## config.mk

```make
export PLATFORM = sky130hd
export DESIGN_NAME = bdrp_rsp_fifo
export DESIGN_NICKNAME = d
export VERILOG_FILES = /design/src/bdrp_pkg.sv /design/src/bdrp_rsp_fifo.sv
export SDC_FILE = /design/constraint.sdc
export NUM_CORES = 1
export LEC_CHECK = 0
export BUFFER_PORTS_ARGS = -buffer_cell sky130_fd_sc_hd__buf_2
export CAP_MARGIN = 5
export CORE_ASPECT_RATIO = 0.7
export CORE_MARGIN = 3
export CORE_UTILIZATION = 58
export DETAILED_ROUTE_END_ITERATION = 10
export PLACE_DENSITY = 0.79
export SLEW_MARGIN = 20
export SYNTH_ARGS = -nofsm -noshare
export SYNTH_HDL_FRONTEND = slang
export SYNTH_SLANG_ARGS = --single-unit
```

## constraint.sdc

```tcl
create_clock -name clock -period 4.4 [get_ports clock]
set_clock_uncertainty 0.05 [all_clocks]
set_input_delay 0.44 -clock clock [delete_from_list [all_inputs] [get_ports clock]]
set_output_delay 0.44 -clock clock [all_outputs]
set_load 0.03 [all_outputs]
```

## src/bdrp_pkg.sv

```systemverilog
// ----------------------------------------------------------------------------
// bdrp_pkg
// Shared types, codes and constants of the block disk register port.
// ----------------------------------------------------------------------------
package bdrp_pkg;

   // Disk geometry
   localparam int BLOCK_BYTES    = 512;
   localparam int OFFSET_W       = $clog2(BLOCK_BYTES);
   localparam int MAX_BLOCKS_DEF = 64;

   // Field widths
   localparam int DATA_W     = 8;
   localparam int SLOT_W     = 4;
   localparam int SEL_W      = 16;
   localparam int COUNT_W    = 7;
   localparam int CSR_IDX_W  = 1;
   localparam int CSR_DATA_W = 7;

   // Access kinds
   localparam logic CMD_READ  = 1'b0;
   localparam logic CMD_WRITE = 1'b1;

   // Register slots on the bus
   localparam logic [SLOT_W-1:0] SLOT_SEL_LO   = 4'd0;
   localparam logic [SLOT_W-1:0] SLOT_SEL_HI   = 4'd1;
   localparam logic [SLOT_W-1:0] SLOT_DATA     = 4'd2;
   localparam logic [SLOT_W-1:0] SLOT_STATUS   = 4'd3;
   localparam logic [SLOT_W-1:0] SLOT_COUNT_LO = 4'd4;
   localparam logic [SLOT_W-1:0] SLOT_COUNT_HI = 4'd5;

   // Configuration register indexes
   localparam logic [CSR_IDX_W-1:0] CSR_BLOCK_COUNT   = 1'd0;
   localparam logic [CSR_IDX_W-1:0] CSR_WRITE_PROTECT = 1'd1;

   // Data constants
   localparam logic [DATA_W-1:0] NO_DATA        = 8'hFF;
   localparam logic [DATA_W-1:0] WRITE_ACK      = 8'h00;
   localparam logic [DATA_W-1:0] STATUS_NO_DISK = 8'h80;
   localparam logic [DATA_W-1:0] STATUS_WPROT   = 8'h40;
   localparam logic [SEL_W-1:0]  COUNT_CLAMP    = 16'hFFFF;

   // Memory access issued for one item
   typedef struct packed {
      logic rd;
      logic wr;
   } mem_op_type;

   // Item in flight between accept and the response queue
   typedef struct packed {
      logic              valid;
      logic              use_mem;
      logic [DATA_W-1:0] value;
   } stage_type;

endpackage

```

## src/bdrp_rsp_fifo.sv

```systemverilog
// ----------------------------------------------------------------------------
// bdrp_rsp_fifo
// Four-entry response queue that parts the store pipeline from the receiver.
// ----------------------------------------------------------------------------
module bdrp_rsp_fifo (
   input  logic                        clock,
   input  logic                        reset,
   input  logic                        push,
   input  logic [bdrp_pkg::DATA_W-1:0] push_data,
   input  logic                        pop,
   output logic                        head_valid,
   output logic [bdrp_pkg::DATA_W-1:0] head_data,
   output logic [2:0]                  fill
);

   logic [bdrp_pkg::DATA_W-1:0] entry_ff [4];
   logic [1:0]                  wr_ptr_ff, wr_ptr_in;
   logic [1:0]                  rd_ptr_ff, rd_ptr_in;
   logic [2:0]                  cnt_ff, cnt_in;

   // Advance pointers and fill count
   always_comb begin
      wr_ptr_in = wr_ptr_ff + 2'(push);
      rd_ptr_in = rd_ptr_ff + 2'(pop);
      cnt_in    = cnt_ff + 3'(push) - 3'(pop);
   end

   always_ff @(posedge clock) begin
      if (reset) begin
         wr_ptr_ff <= '0;
         rd_ptr_ff <= '0;
         cnt_ff    <= '0;
      end else begin
         wr_ptr_ff <= wr_ptr_in;
         rd_ptr_ff <= rd_ptr_in;
         cnt_ff    <= cnt_in;
      end
   end

   always_ff @(posedge clock) begin
      if (push) begin
         entry_ff[wr_ptr_ff] <= push_data;
      end
   end

   assign head_valid = (cnt_ff != '0);
   assign head_data  = entry_ff[rd_ptr_ff];
   assign fill       = cnt_ff;

endmodule

```

; Word level (Yosys, flattened, before mapping)
; Memory sizes are Yosys's and may differ from the RTL's. A register that Yosys moved wholly into a read port is not among the register bits.
; Cells that the tools add are included.
[word_totals]
memories = 1
regBits = 7
word_cells = 12
mem_bits_rw = 32
output_inout_bits = 12
in_bits = 12
[op_classes]
addsub = 4
n_mux = 3
n_reduce_logical = 1
[mem_list]
columns = memory, depth, word_bits, read_ports, rd_ports_with_merged_regs, wr, line_no
row1 = entry_ff, 4, 8, 1, 1, 1, bdrp_rsp_fifo.sv:16  ; logic [bdrp_pkg::DATA_W-1:0] entry_ff [4];
[op_table]
columns = op, count
row1 = $add A2 B1 Y2, 2
row2 = $add A3 B1 Y3, 1
row3 = $reduce_bool A3 Y1, 1
row4 = $sub A3 B1 Y3, 1
row5 = $mux W1, 2
row6 = $mux W2, 1

; Depth between registers and ports, before layout
[depth]
depth_word = 2
mapped_depth = 8
ltp_nobuf = 8

; Worst setup path before layout
; No wires, ideal clock.
[synth_timing]
kind = reg-to-reg
start = reg cnt_ff[0], in the netlist fill[0]
end = reg cnt_ff[2], in the netlist fill[2]
stages_incl_launch_ff = 9
arrival_time_ns = 1.626
slack_ns = 2.614
period_less_slack_ns = 1.786
path_buffers = 0
path_cell_list = dfxtp_1 -> inv_1 -> ha_1 -> inv_1 -> ha_1 -> inv_1 -> fa_1 -> xnor3_1 -> nor2_1
[synth_via]
elab_chain_len = 2
[synth_lines]
columns = item, line_no
row1 = "start, declared", bdrp_rsp_fifo.sv:19  ; logic [2:0] cnt_ff, cnt_in;
row2 = "start signal, assigned", bdrp_rsp_fifo.sv:36  ; cnt_ff <= cnt_in;
row3 = $add A3 B1 Y3, bdrp_rsp_fifo.sv:25  ; cnt_in = cnt_ff + 3'(push) - 3'(pop);
row4 = $sub A3 B1 Y3, bdrp_rsp_fifo.sv:25
; Every way passes these cells.
; A chain may end at the register's enable or synchronous reset.

==> impl_summary.md <==
Run status
The flow ran to the end, and the final reports show no timing, DRC or antenna violations.

Pwr
The fraction of power consumed by combinational cells is 19.1%. The internal portion of the total power is 601.6 uW. Of the total power, the clock network draws 25.9%. The static leakage is 0.0006347 uW.

The part of the total power dissipated in sequential elements is 55.0%. VDD sags by at most 0.2847 mV. For this design the total switching power over the nets is 212.2 uW. Net switching is 26.08% of the power.

The power per cell area is 474.4 nW/um^2.

Critical path
The largest fanout on the critical path is 9. The worst setup path is launched from a flip-flop. The worst endpoint data arrival time is 1.72 ns.

The startpoint-to-endpoint class of the critical path is reg2out. Across all register-to-register paths, the minimum setup slack is 2.74 ns. In this run the critical register-to-register path is launched from fill[0]. The critical path data required time is 3.91 ns. The number of cells on the worst reg-to-reg path is 8.

The worst register-to-register path ends at fill[2]. The endpoint kind of the worst setup timing path is an output port.

Synthesis
The portion of the post-synthesis area used by sequential elements is 73.95%. The library cell with the largest summed area after synthesis is sky130_fd_sc_hd__edfxtp_1. The share of Yosys cell area claimed by the top area cell type is 64.54%.

In the synthesized netlist the async set-or-reset flop fraction comes to 0%. The number of synthesized register bits is 39. The average cell area after synthesis is 20.40 sq um.

After synthesis, the cell types taking the most area are sky130_fd_sc_hd__edfxtp_1 65%, sky130_fd_sc_hd__mux4_2 12%, sky130_fd_sc_hd__dfxtp_1 9.4%. The commonest register cell after synthesis is sky130_fd_sc_hd__edfxtp_1. In this run the cell area of the synthesized design comes to 1489 sq um.

The number of synthesized flops with an enable pin is 32. In the synthesized netlist, the number of instances is 73. The net count after synthesis is 90. The number of different library cells used by synthesis comes to 17. During synthesis, Yosys emitted a total of 0 warnings. Yosys instantiated no cell more often than sky130_fd_sc_hd__edfxtp_1. The commonest cells after synthesis are 32 x sky130_fd_sc_hd__edfxtp_1, 8 x sky130_fd_sc_hd__mux4_2, 7 x sky130_fd_sc_hd__dfxtp_1, 5 x sky130_fd_sc_hd__nor2_1, 4 x sky130_fd_sc_hd__ha_1.

Die
The number of I/O pins is 24. The initial utilization of the core area, before any placement, comes to 64.89%. The number of standard-cell rows in the floorplan is 14. The core region is 2295 sq um. The die area is 3221 sq um. Measured along the y axis, the die boundary spans 48.39 um. The x dimension of the die is 66.56 um.

Clock network
Post-CTS timing repair inserted 0 buffers for setup. Gates resized during post-CTS repair numbered 0. The CTS tree is done. The clock tree root driver cell is sky130_fd_sc_hd__clkbuf_8. CTS built an H-tree with a depth of 2. The number of clock buffers added by TritonCTS is 5. After clock tree synthesis, the clock-pin slew on the worst setup and hold paths is 0.06 ns.

The number of hold buffers added after cts is 0. The clock reaches the later pin of the worst-skew pair after 0.27 ns. The number of buffers on the longest clock path is 2.

CTS saw 39 sinks.

Cells and area
The net count of the finished layout is 119. The number of antenna diodes in the final layout is 0. The ratio of cells with drive above 1 in the final layout is 35.92%.

The post-route standard cell area excluding fillers is 1715 sq um. Relative to the synthesized area, the layout overhead comes to 15.21%.

Routing
The initial DRC count is 21. In the routed design, unresolved DRC markers number 0. Using the TritonRoute via totals, the vias-per-cell ratio works out to 5.207. The wire length after detailed routing is 2090 um. The detailed-router iteration count before antenna repair is 4. After detailed routing, the average wire length per cell comes to 15.48 um. The total number of vias is 703. The number of nets still failing antenna checks after routing is 0.

Placement
The count of buffers added on input and output ports is 23. The area after detailed placement is 1635 sq um. Summed over all nets, the half-perimeter wirelength after detailed placement is 1503 um.

The congestion estimate from routability-driven global placement came to 0.6701.

Min path
The path class of the lowest-slack min-delay path is in2reg. The startpoint identified for the worst hold timing path is push_data[2]. The worst hold path depth is 1.

The worst min-delay path endpoint is entry_ff[2][2].

STA
The post-route clock period utilization is 50.13%. Timing would allow up to 0.4534 GHz. The setup-violating endpoint count in the final report is 0. Headroom to the max-slew limit came out at 53.50%. Adding up every negative setup slack in the final design gives 0 ns. The count of endpoints failing hold in the final timing report is 0. For the pin with the worst max-slew slack, the measured transition is 0.6950 ns. Subtracting the final worst setup slack from the clock period gives 2.206 ns. The number of max-slew violations in the final report is 0. Setup repair after global routing left no endpoint under its margin.

Flow run
The tool flagged a number of max-cap violations equal to 0.

Global routing
The wire length of the first global-routing pass is 3477 um. The global routing usage summed across all routing layers is 15.00%. The global route total overflow is 0.

The maximum number of pins on one net before global-route repair is 12. The via count of the first global-routing pass is 707. The initial antenna violation count is 0.
-- cell usage in the layout (no fill, tap or decap) --
cell	netlist	layout
sky130_fd_sc_hd__and3_1	1	1
sky130_fd_sc_hd__buf_4	0	1
sky130_fd_sc_hd__clkinv_1	0	2
sky130_fd_sc_hd__edfxtp_1	32	32
sky130_fd_sc_hd__nor2b_1	3	3
sky130_fd_sc_hd__ha_1	4	4
sky130_fd_sc_hd__dfxtp_1	7	7
sky130_fd_sc_hd__clkbuf_1	0	1
sky130_fd_sc_hd__inv_1	3	3
sky130_fd_sc_hd__xnor3_1	1	1
sky130_fd_sc_hd__or3_1	1	1
sky130_fd_sc_hd__xnor2_1	2	2
sky130_fd_sc_hd__nand2_1	1	1
sky130_fd_sc_hd__buf_2	1	23
sky130_fd_sc_hd__clkbuf_8	0	5
sky130_fd_sc_hd__and3b_1	1	1
sky130_fd_sc_hd__nor2_1	5	5
sky130_fd_sc_hd__fa_1	1	1
sky130_fd_sc_hd__nor3b_1	1	1
sky130_fd_sc_hd__mux4_2	8	8
-- power groups by stage --
| stage | Combinational, uW | Sequential, uW | Clock, uW |
|---|---|---|---|
| after detailed placement | 158 | 455 | 0 |
| final | 156 | 447 | 211 |
| after CTS | 158 | 448 | 216 |
| after global placement | 154 | 453 | 0 |
| after global routing | 167 | 450 | 235 |
| after floorplan | 105 | 463 | 0 |
-- layout make-up --
type | count | area, sq um
clock buffer | 6 | 72.57
multi-input combinational | 29 | 360.3
tap | 32 | 40.04
fill | 139 | 579.3
timing repair buffer | 24 | 122.6
clock inverter | 2 | 7.507
inverter | 3 | 11.26
sequential | 39 | 1101
-- stage by stage --
stage	util (%)	std cells	setup WS, ns	hold WS, ns	total power [uW]
after floorplan	-	73	2.614	0.4567	568.5
after global placement	71.27	127	2.449	0.4907	607.4
after detailed placement	71.27	127	2.430	0.5046	612.8
after CTS	74.75	135	2.129	0.3234	821.7
after global routing	74.75	135	2.054	0.3259	852.6
final	74.75	135	2.194	0.3330	813.8
-- registers in the layout (all words and copies together), names as in the netlist --
signal     cells
fill           3
wr_ptr_ff      2
rd_ptr_ff      2
entry_ff      32
-- worst max-delay path by stage --
stage	start	end	slack [ns]	cells after the start
CTS	rd_ptr_ff[0]	head_data[4]	2.13	2
detailed placement	rd_ptr_ff[0]	head_data[3]	2.43	2
finish	rd_ptr_ff[0]	head_data[4]	2.19	2
global placement	rd_ptr_ff[0]	head_data[6]	2.45	2
global route	rd_ptr_ff[0]	head_data[6]	2.05	2
floorplan	fill[0]	fill[2]	2.61	8
-- layer usage --
metal  vias to the layer above  track usage (%)  routed length (um)
met5                         -                0                   0
met4                         0            4.054                  15
met3                         3            4.861                 134
met2                        26            21.38                 985
met1                       336            22.48                 955
li1                        338                -                   -
-- logic make-up after synthesis --
family	Yosys count	share of synthesized area (%)
XOR/XNOR	3	2.689
multiplexers	8	12.10
AND/OR/NAND/NOR	13	4.707
adder cells (fa/ha/maj)	5	4.706
flip-flops	39	73.95
buffers and inverters	5	1.848
-- critical path, cell delays in order, from the launching register on --
cell                      delay [ns]
sky130_fd_sc_hd__dfxtp_1        0.68
sky130_fd_sc_hd__mux4_2         0.57
sky130_fd_sc_hd__buf_2          0.19
Note: power is estimated with default switching activity, not from simulation.
