## src/bdrp_pkg.sv

```systemverilog
// ----------------------------------------------------------------------------
// bdrp_pkg
// Shared types, codes and constants of the block disk register port.
// ----------------------------------------------------------------------------
package bdrp_pkg;

   // Disk geometry
   localparam int BLOCK_BYTES    = 512;
   localparam int OFFSET_W       = $clog2(BLOCK_BYTES);
   localparam int MAX_BLOCKS_DEF = 64;

   // Field widths
   localparam int DATA_W     = 8;
   localparam int SLOT_W     = 4;
   localparam int SEL_W      = 16;
   localparam int COUNT_W    = 7;
   localparam int CSR_IDX_W  = 1;
   localparam int CSR_DATA_W = 7;

   // Access kinds
   localparam logic CMD_READ  = 1'b0;
   localparam logic CMD_WRITE = 1'b1;

   // Register slots on the bus
   localparam logic [SLOT_W-1:0] SLOT_SEL_LO   = 4'd0;
   localparam logic [SLOT_W-1:0] SLOT_SEL_HI   = 4'd1;
   localparam logic [SLOT_W-1:0] SLOT_DATA     = 4'd2;
   localparam logic [SLOT_W-1:0] SLOT_STATUS   = 4'd3;
   localparam logic [SLOT_W-1:0] SLOT_COUNT_LO = 4'd4;
   localparam logic [SLOT_W-1:0] SLOT_COUNT_HI = 4'd5;

   // Configuration register indexes
   localparam logic [CSR_IDX_W-1:0] CSR_BLOCK_COUNT   = 1'd0;
   localparam logic [CSR_IDX_W-1:0] CSR_WRITE_PROTECT = 1'd1;

   // Data constants
   localparam logic [DATA_W-1:0] NO_DATA        = 8'hFF;
   localparam logic [DATA_W-1:0] WRITE_ACK      = 8'h00;
   localparam logic [DATA_W-1:0] STATUS_NO_DISK = 8'h80;
   localparam logic [DATA_W-1:0] STATUS_WPROT   = 8'h40;
   localparam logic [SEL_W-1:0]  COUNT_CLAMP    = 16'hFFFF;

   // Memory access issued for one item
   typedef struct packed {
      logic rd;
      logic wr;
   } mem_op_type;

   // Item in flight between accept and the response queue
   typedef struct packed {
      logic              valid;
      logic              use_mem;
      logic [DATA_W-1:0] value;
   } stage_type;

endpackage

```

## src/bdrp_ctrl.sv

```systemverilog
// ----------------------------------------------------------------------------
// bdrp_ctrl
// Access decoder: holds block select, byte offset and configuration, issues
// the store access and stages the response of each accepted item.
// ----------------------------------------------------------------------------
module bdrp_ctrl #(
   parameter int MAX_BLOCKS = bdrp_pkg::MAX_BLOCKS_DEF
) (
   input  logic                                              clock,
   input  logic                                              reset,
   input  logic                                              req_take,
   input  logic                                              req_cmd,
   input  logic [bdrp_pkg::SLOT_W-1:0]                       req_reg_index,
   input  logic [bdrp_pkg::DATA_W-1:0]                       req_write_data,
   input  logic                                              csr_take,
   input  logic [bdrp_pkg::CSR_IDX_W-1:0]                    csr_index,
   input  logic [bdrp_pkg::CSR_DATA_W-1:0]                   csr_write_data,
   output bdrp_pkg::mem_op_type                              mem_op,
   output logic [$clog2(MAX_BLOCKS*bdrp_pkg::BLOCK_BYTES)-1:0] mem_addr,
   output logic [bdrp_pkg::DATA_W-1:0]                       mem_wdata,
   output bdrp_pkg::stage_type                               stage
);

   localparam int ADDR_W = $clog2(MAX_BLOCKS * bdrp_pkg::BLOCK_BYTES);

   logic [bdrp_pkg::SEL_W-1:0]    sel_ff, sel_in;
   logic [bdrp_pkg::OFFSET_W-1:0] off_ff, off_in;
   logic [bdrp_pkg::COUNT_W-1:0]  count_ff, count_in;
   logic                          wprot_ff, wprot_in;
   bdrp_pkg::stage_type           stage_ff, stage_in;

   logic [bdrp_pkg::COUNT_W-1:0] nblk;
   logic [bdrp_pkg::SEL_W-1:0]   count16;
   logic                         has_disk;
   logic                         in_range;

   // Effective block count, limited by the store capacity
   always_comb begin
      if (int'(count_ff) > MAX_BLOCKS) begin
         nblk = bdrp_pkg::COUNT_W'(MAX_BLOCKS);
      end else begin
         nblk = count_ff;
      end
      if (bdrp_pkg::SEL_W'(nblk) > bdrp_pkg::COUNT_CLAMP) begin
         count16 = bdrp_pkg::COUNT_CLAMP;
      end else begin
         count16 = bdrp_pkg::SEL_W'(nblk);
      end
   end

   assign has_disk  = (nblk != '0);
   assign in_range  = (sel_ff < bdrp_pkg::SEL_W'(nblk));
   assign mem_addr  = ADDR_W'({sel_ff, off_ff});
   assign mem_wdata = req_write_data;

   // Configuration writes
   always_comb begin
      count_in = count_ff;
      wprot_in = wprot_ff;
      if (csr_take) begin
         unique case (csr_index)
            bdrp_pkg::CSR_BLOCK_COUNT:   count_in = csr_write_data;
            bdrp_pkg::CSR_WRITE_PROTECT: wprot_in = csr_write_data[0];
            default: ;
         endcase
      end
   end

   // Decode one access
   always_comb begin
      sel_in           = sel_ff;
      off_in           = off_ff;
      mem_op           = '0;
      stage_in.valid   = req_take;
      stage_in.use_mem = 1'b0;
      stage_in.value   = bdrp_pkg::NO_DATA;
      if (req_take) begin
         if (req_cmd == bdrp_pkg::CMD_WRITE) begin
            stage_in.value = bdrp_pkg::WRITE_ACK;
            unique case (req_reg_index)
               bdrp_pkg::SLOT_SEL_LO: begin
                  sel_in = {sel_ff[15:8], req_write_data};
                  off_in = '0;
               end
               bdrp_pkg::SLOT_SEL_HI: begin
                  sel_in = {req_write_data, sel_ff[7:0]};
                  off_in = '0;
               end
               bdrp_pkg::SLOT_DATA: begin
                  if (has_disk && !wprot_ff) begin
                     mem_op.wr = in_range;
                     off_in    = off_ff + bdrp_pkg::OFFSET_W'(1);
                  end
               end
               default: ;
            endcase
         end else begin
            unique case (req_reg_index)
               bdrp_pkg::SLOT_DATA: begin
                  if (has_disk) begin
                     mem_op.rd        = in_range;
                     stage_in.use_mem = in_range;
                     off_in           = off_ff + bdrp_pkg::OFFSET_W'(1);
                  end
               end
               bdrp_pkg::SLOT_STATUS: begin
                  stage_in.value = (has_disk ? '0 : bdrp_pkg::STATUS_NO_DISK)
                                 | (wprot_ff ? bdrp_pkg::STATUS_WPROT : '0);
               end
               bdrp_pkg::SLOT_COUNT_LO: stage_in.value = count16[7:0];
               bdrp_pkg::SLOT_COUNT_HI: stage_in.value = count16[15:8];
               default: ;
            endcase
         end
      end
   end

   // Hold control state; the staged payload needs no reset
   always_ff @(posedge clock) begin
      if (reset) begin
         sel_ff         <= '0;
         off_ff         <= '0;
         count_ff       <= '0;
         wprot_ff       <= 1'b0;
         stage_ff.valid <= 1'b0;
      end else begin
         sel_ff         <= sel_in;
         off_ff         <= off_in;
         count_ff       <= count_in;
         wprot_ff       <= wprot_in;
         stage_ff.valid <= stage_in.valid;
      end
      stage_ff.use_mem <= stage_in.use_mem;
      stage_ff.value   <= stage_in.value;
   end

   assign stage = stage_ff;

endmodule

```

## config.mk

```make
export PLATFORM = sky130hd
export DESIGN_NAME = bdrp_ctrl
export DESIGN_NICKNAME = d
export VERILOG_FILES = /design/src/bdrp_pkg.sv /design/src/bdrp_ctrl.sv
export SDC_FILE = /design/constraint.sdc
export NUM_CORES = 1
export LEC_CHECK = 0
export BUFFER_PORTS_ARGS = -buffer_cell sky130_fd_sc_hd__buf_2
export CORE_UTILIZATION = 48
export CTS_CLUSTER_SIZE = 24
export DETAILED_ROUTE_END_ITERATION = 10
export GPL_TIMING_DRIVEN = 0
export PLACE_DENSITY = 0.75
export SYNTH_ARGS = -nofsm -noshare
export SYNTH_HDL_FRONTEND = slang
export SYNTH_SLANG_ARGS = --single-unit
```

## constraint.sdc

```tcl
create_clock -name clock -period 3.95 [get_ports clock]
set_input_delay 0.395 -clock clock [delete_from_list [all_inputs] [get_ports clock]]
set_output_delay 0.395 -clock clock [all_outputs]
set_load 0.005 [all_outputs]
```

### Word-level counts from Yosys, hierarchy flattened

Index checks and enable logic that the tools add are counted.

* bits in registers: 43
* output and inout bits: 35
* input bits: 25

* magnitude comparators: 2
* reductions and logical operators: 13
* bitwise gates (word level): 4
* $add $sub $neg: 1
* multiplexer cells: 18
* equality and inequality tests: 6

Operators with widths (number)
* $mux W9: 4
* $pmux W16 S2: 1
* $pmux W8 S3: 1
* $pmux W9 S2: 1
* $lt A16 B7 Y1: 1
* $mux W8: 2
* $mux W7: 2
* $add A9 B1 Y9 const B: 1
* $eq A4 B2 Y1 const B: 2
* $eq A4 B3 Y1 const B: 2
* $or A8 B7 Y8: 1
* $reduce_and A4 Y1: 2
* $gt A7 B7 Y1 const B: 1
* $reduce_bool A7 Y1: 1
* $mux W1: 6
* $reduce_bool A2 Y1: 3
* $reduce_and A5 Y1: 1
* $eq A4 B1 Y1 const B: 1
* $logic_not A4 Y1: 1
* $reduce_and A2 Y1: 2
* $ne A3 B3 Y1 const B: 1
* $not A1 Y1: 3
* $mux W2: 1
* $reduce_or A2 Y1: 1
* 2 further kinds: 2

### Depth between registers and ports, before layout

* depth in word-level cells: 8
* gate-level depth with buffers: 7
* depth with buffers taken out: 7

### Worst setup path after synthesis

Ideal clock, no wire load.

* path kind: reg-to-output
* start point: reg count_ff[6] (netlist name)
* end point: out mem_op[0] (netlist name)
* data arrival time: 2.043 ns
* path buffers: 0
* cell stages (with the launch flop): 6
* setup slack: 1.512 ns
* required time: 3.555 ns
* cell sequence: dfxtp_1 -> clkinv_1 -> ha_1 -> or4_1 -> or4_4 -> a2111oi_1

RTL lines
* start, declared: RTL line bdrp_ctrl.sv:28 `logic [bdrp_pkg::COUNT_W-1:0] count_ff, count_in;`
* start signal, assigned: RTL line bdrp_ctrl.sv:129 `count_ff <= count_in;`
* end, declared: RTL line bdrp_ctrl.sv:18 `output bdrp_pkg::mem_op_type mem_op,`

==> reports/qor_table.md <==
| Group | Quantity | Value |
|---|---|---|
| worst setup path | Crit path DAT | 2660 ps |
| pwr | Leakage power of the design | 1.16 nW |
| final layout | Filler Cell Count | 373 |
| clock tree | Max clock buf depth | 2 |
| route | DRT antenna net count | 0 |
| clock tree | CTS Sinks | 43 |
| timing | Min cycle time layout | 3060 ps |
| worst setup path | Type of destination of the critical path | primary output |
| grt | Initial antenna violation count | 0 |
| grt | Vias in the first global route | 1649 |
| final layout | Antenna diodes | 0 |
| timing | Post-route fraction of the period consumed by the critical path | 77.4% |
| logic synthesis | Sequential-to-total area share from yosys stat | 41.1% |
| grt | Gr ovfl total | 0 |
| die | Starting density of the core | 51.3% |
| worst hold path | Hold Crit Endpoint | count_ff[3]$_SDFFE_PP0P_ |
| clock tree | Number of buffers added for setup after CTS | 0 |
| final layout | Area grow syn2layout | 23.4% |
| die | Placeable core region | 0.00409 mm² |
| clock tree | Hold buffers post-CTS | 0 |
| timing | Worst Hold Margin | 326 ps |
| final layout | Fin area | 0.00258 mm² |
| die | Total I/O pin count | 60 |
| placement | Area of placed instances | 0.00245 mm² |
| worst setup path | Crit path cell chain | clkinv_1 -> ha_1 -> or4_1 -> or4_4 -> a2111oi_1 -> buf_2 |
| pwr | Cell Pwr Density | 373 mW/mm² |
| timing | Worst slew margin relative to its limit | 40.2% |
| pwr | Maximum ir drop on the vdd rail | 0.212 mV |
| logic synthesis | Flip-flop and latch count after synthesis | 43 |
| worst hold path | Type of the most critical hold path | in2reg |
| worst hold path | Startpoint of the worst hold path | csr_write_data[3] |
| route | Total number of vias | 1870 |
| placement | Worst setup slack before clock tree synthesis | 1210 ps |
| final layout | Count of nets after finishing | 329 |
| clock tree | Post-CTS Resized | 0 |
| logic synthesis | Most instantiated flip-flop cell in the synthesis netlist | sky130_fd_sc_hd__dfxtp_1 |
| clock tree | Cell at the root of the clock tree | sky130_fd_sc_hd__clkbuf_8 |
| worst setup path | Delay of the slowest critical-path stage | 540 ps |
| outcome | Status | finished, final reports clean |
| timing | Setup Viol. Count Final | 0 |
| logic synthesis | Number of cells produced by synthesis | 232 |
| clock tree | CTS HTree Levels | 2 |
| worst setup path | Worst endpoint required time | 3560 ps |
| die | Die Outline Area | 0.00463 mm² |
| placement | DP HPWL | 3440 µm |
| route | Iteration-0 DRC Markers | 100 |
| route | Detail-routed via count per cell | 5.37 |
| grt | Overall track demand over capacity in global routing | 21.7% |
| run | Max-cap check violation count | 0 |
| worst setup path | Startpoint class of the critical path | flop |
| route | Total Wirelength | 4670 µm |
| placement | Placed cell count | 340 |
| pwr | Post-layout power | 0.964 mW |
| timing | Final setup slack of the worst path | 892 ps |
| worst setup path | Slowest library cell on the worst path | sky130_fd_sc_hd__or4_4 |
| worst setup path | Register-to-register setup slack | 1760 ps |
| grt | Maximum number of pins on one net before global-route repair | 15 |
| clock tree | Number of buffers created by CTS | 5 |
| worst hold path | Worst hold path stage count | 3 |
| final layout | Layout Cells excl Fill | 348 |
| route | First-pass iteration count of the detailed router | 4 |
| final layout | Ratio of cells with drive above 1 in the final layout | 28.9% |
| final layout | Final core area utilization | 63.2% |
| worst setup path | R2R depth | 5 |
| route | Routed wirelength normalized by instance count | 13.4 µm |
| logic synthesis | Mapped cell area | 0.00209 mm² |
| worst setup path | Highest fanout seen on the critical path | 8 |
| timing | Hold violation total from the final report | 0 |
| logic synthesis | Number of distinct library cell variants in the gate-level netlist after synthesis | 40 |
| die | Std cell rows | 23 |
| worst setup path | Crit Reg-Reg Startpoint | count_ff[6]$_SDFFE_PP0P_ |
| timing | Max-slew violation count | 0 |
| timing | Setup repair after global routing missed its margin | no |
| logic synthesis | Post-synth EDFFs | 0 |
| clock tree | CTS tree | built |
| die | Chip Width | 68.1 µm |
| logic synthesis | Avg Cell Area, Syn | 9.03 µm² |
| worst setup path | Type of the worst setup path | reg2out |
| timing | Total negative slack | 0 ps |
| grt | Global-route wire length before repair | 7470 µm |
| placement | GPL Wtd Cong | 0.811 |
| placement | Number of I/O port buffers | 58 |
| timing | Worst clock skew | 5.09 ps |
| logic synthesis | Synth Warn # | 0 |
| logic synthesis | Syn Nets | 264 |
| worst setup path | Reg2Reg Capture Point | stage[8]$_SDFF_PN0_ |
| logic synthesis | Async SR Flop Fraction | 0% |
| clock tree | Clock latency at the later pin of the worst-skew pair | 300 ps |
| die | Die Height | 68.1 µm |
| timing | Slew at the pin closest to its max-slew limit | 888 ps |
| route | Remaining routing DRC violations | 0 |
| timing | Maximum operating frequency | 327 MHz |
| clock tree | Clock transition time at the flip-flop clock pins of the worst setup and hold paths | 90 ps |
-- layout make-up --
class                      instances  area, µm²  area share (%)
clock inverter                     3       67.6            2.62
timing repair buffer              58        290            11.2
tap                               50       62.6            2.42
buffer                            22        135            5.23
clock buffer                       5       68.8            2.66
inverter                           7       26.3            1.02
multi-input combinational        160       1070            41.5
sequential                        43        861            33.3
-- routing by layer --
| metal | global-route usage [%] | wire length [µm] |
|---|---|---|
| met1 | 28.5 | 2210 |
| met2 | 33.0 | 2060 |
| met3 | 5.67 | 294 |
| met4 | 9.64 | 104 |
| met5 | 0 | 0 |
-- layout by cell type, fill, tap and decap left out, types with 3 or more instances in the layout --
cell / synthesis / final
sky130_fd_sc_hd__nand3_1: 6 / 6
sky130_fd_sc_hd__nor2_1: 29 / 29
sky130_fd_sc_hd__nand2_1: 27 / 27
sky130_fd_sc_hd__o21ai_0: 3 / 3
sky130_fd_sc_hd__nand2b_1: 6 / 6
sky130_fd_sc_hd__clkbuf_8: 0 / 5
sky130_fd_sc_hd__buf_2: 0 / 58
sky130_fd_sc_hd__inv_1: 6 / 6
sky130_fd_sc_hd__dfxtp_1: 43 / 43
sky130_fd_sc_hd__nand4_1: 4 / 4
sky130_fd_sc_hd__a211oi_1: 3 / 3
sky130_fd_sc_hd__buf_4: 14 / 14
sky130_fd_sc_hd__a21oi_1: 11 / 11
sky130_fd_sc_hd__clkbuf_1: 8 / 8
sky130_fd_sc_hd__a2111oi_0: 4 / 4
sky130_fd_sc_hd__mux2i_1: 30 / 30
sky130_fd_sc_hd__ha_1: 7 / 7
-- how the worst max path moves through the flow --
stage | to | startpoint | slack [ps]
3_3_place_gp | mem_op[0] | count_ff[6]$_SDFFE_PP0P_ | 1170
5_1_grt | mem_op[1] | count_ff[6]$_SDFFE_PP0P_ | 690
4_1_cts | mem_op[0] | count_ff[6]$_SDFFE_PP0P_ | 880
3_5_place_dp | mem_op[0] | count_ff[6]$_SDFFE_PP0P_ | 1210
2_1_floorplan | mem_op[0] | count_ff[6]$_SDFFE_PP0P_ | 1510
6_report | mem_op[0] | count_ff[6]$_SDFFE_PP0P_ | 890
-- cell usage after synthesis (4+ instances only) --
cell type | number | area [µm²]
sky130_fd_sc_hd__a2111oi_0 | 4 | 35.0
sky130_fd_sc_hd__a21oi_1 | 11 | 55.1
sky130_fd_sc_hd__buf_4 | 14 | 105
sky130_fd_sc_hd__clkbuf_1 | 8 | 30.0
sky130_fd_sc_hd__dfxtp_1 | 43 | 861
sky130_fd_sc_hd__ha_1 | 7 | 87.6
sky130_fd_sc_hd__inv_1 | 6 | 22.5
sky130_fd_sc_hd__mux2i_1 | 30 | 300
sky130_fd_sc_hd__nand2_1 | 27 | 101
sky130_fd_sc_hd__nand2b_1 | 6 | 37.5
sky130_fd_sc_hd__nand3_1 | 6 | 30.0
sky130_fd_sc_hd__nand4_1 | 4 | 25.0
sky130_fd_sc_hd__nor2_1 | 29 | 109
-- where the power goes --
group / internal [mW] / switching, mW / leakage, nW
Combinational: 0.0447 / 0.0573 / 0.742
Clock: 0.252 / 0.157 / 0.0644
Sequential: 0.445 / 0.00719 / 0.350
Total: 0.742 / 0.222 / 1.16
-- state kept, by name (all words and copies together), names as in the netlist --
| signal | cells |
|---|---|
| sel_ff | 16 |
| count_ff | 7 |
| stage | 10 |
| wprot_ff | 1 |
| off_ff | 9 |
-- logic make-up after synthesis --
group / count (synthesis) / share of synthesized area (%)
fa+ha+maj: 7 / 4.18
mux: 30 / 14.3
buf+inv: 29 / 7.71
compound gates: 34 / 11.5
flops: 43 / 41.1
simple gates: 89 / 21.1
-- worst max-delay path, delay by kind of cell (launching register included) --
family / cells / cell delay [ps]
adders and majority gates: 1 / 240
AOI/OAI and AO/OA: 1 / 400
DFF: 1 / 380
buffers and inverters: 2 / 400
and+or+nand+nor: 2 / 940
(Power assumes the default switching activity.)
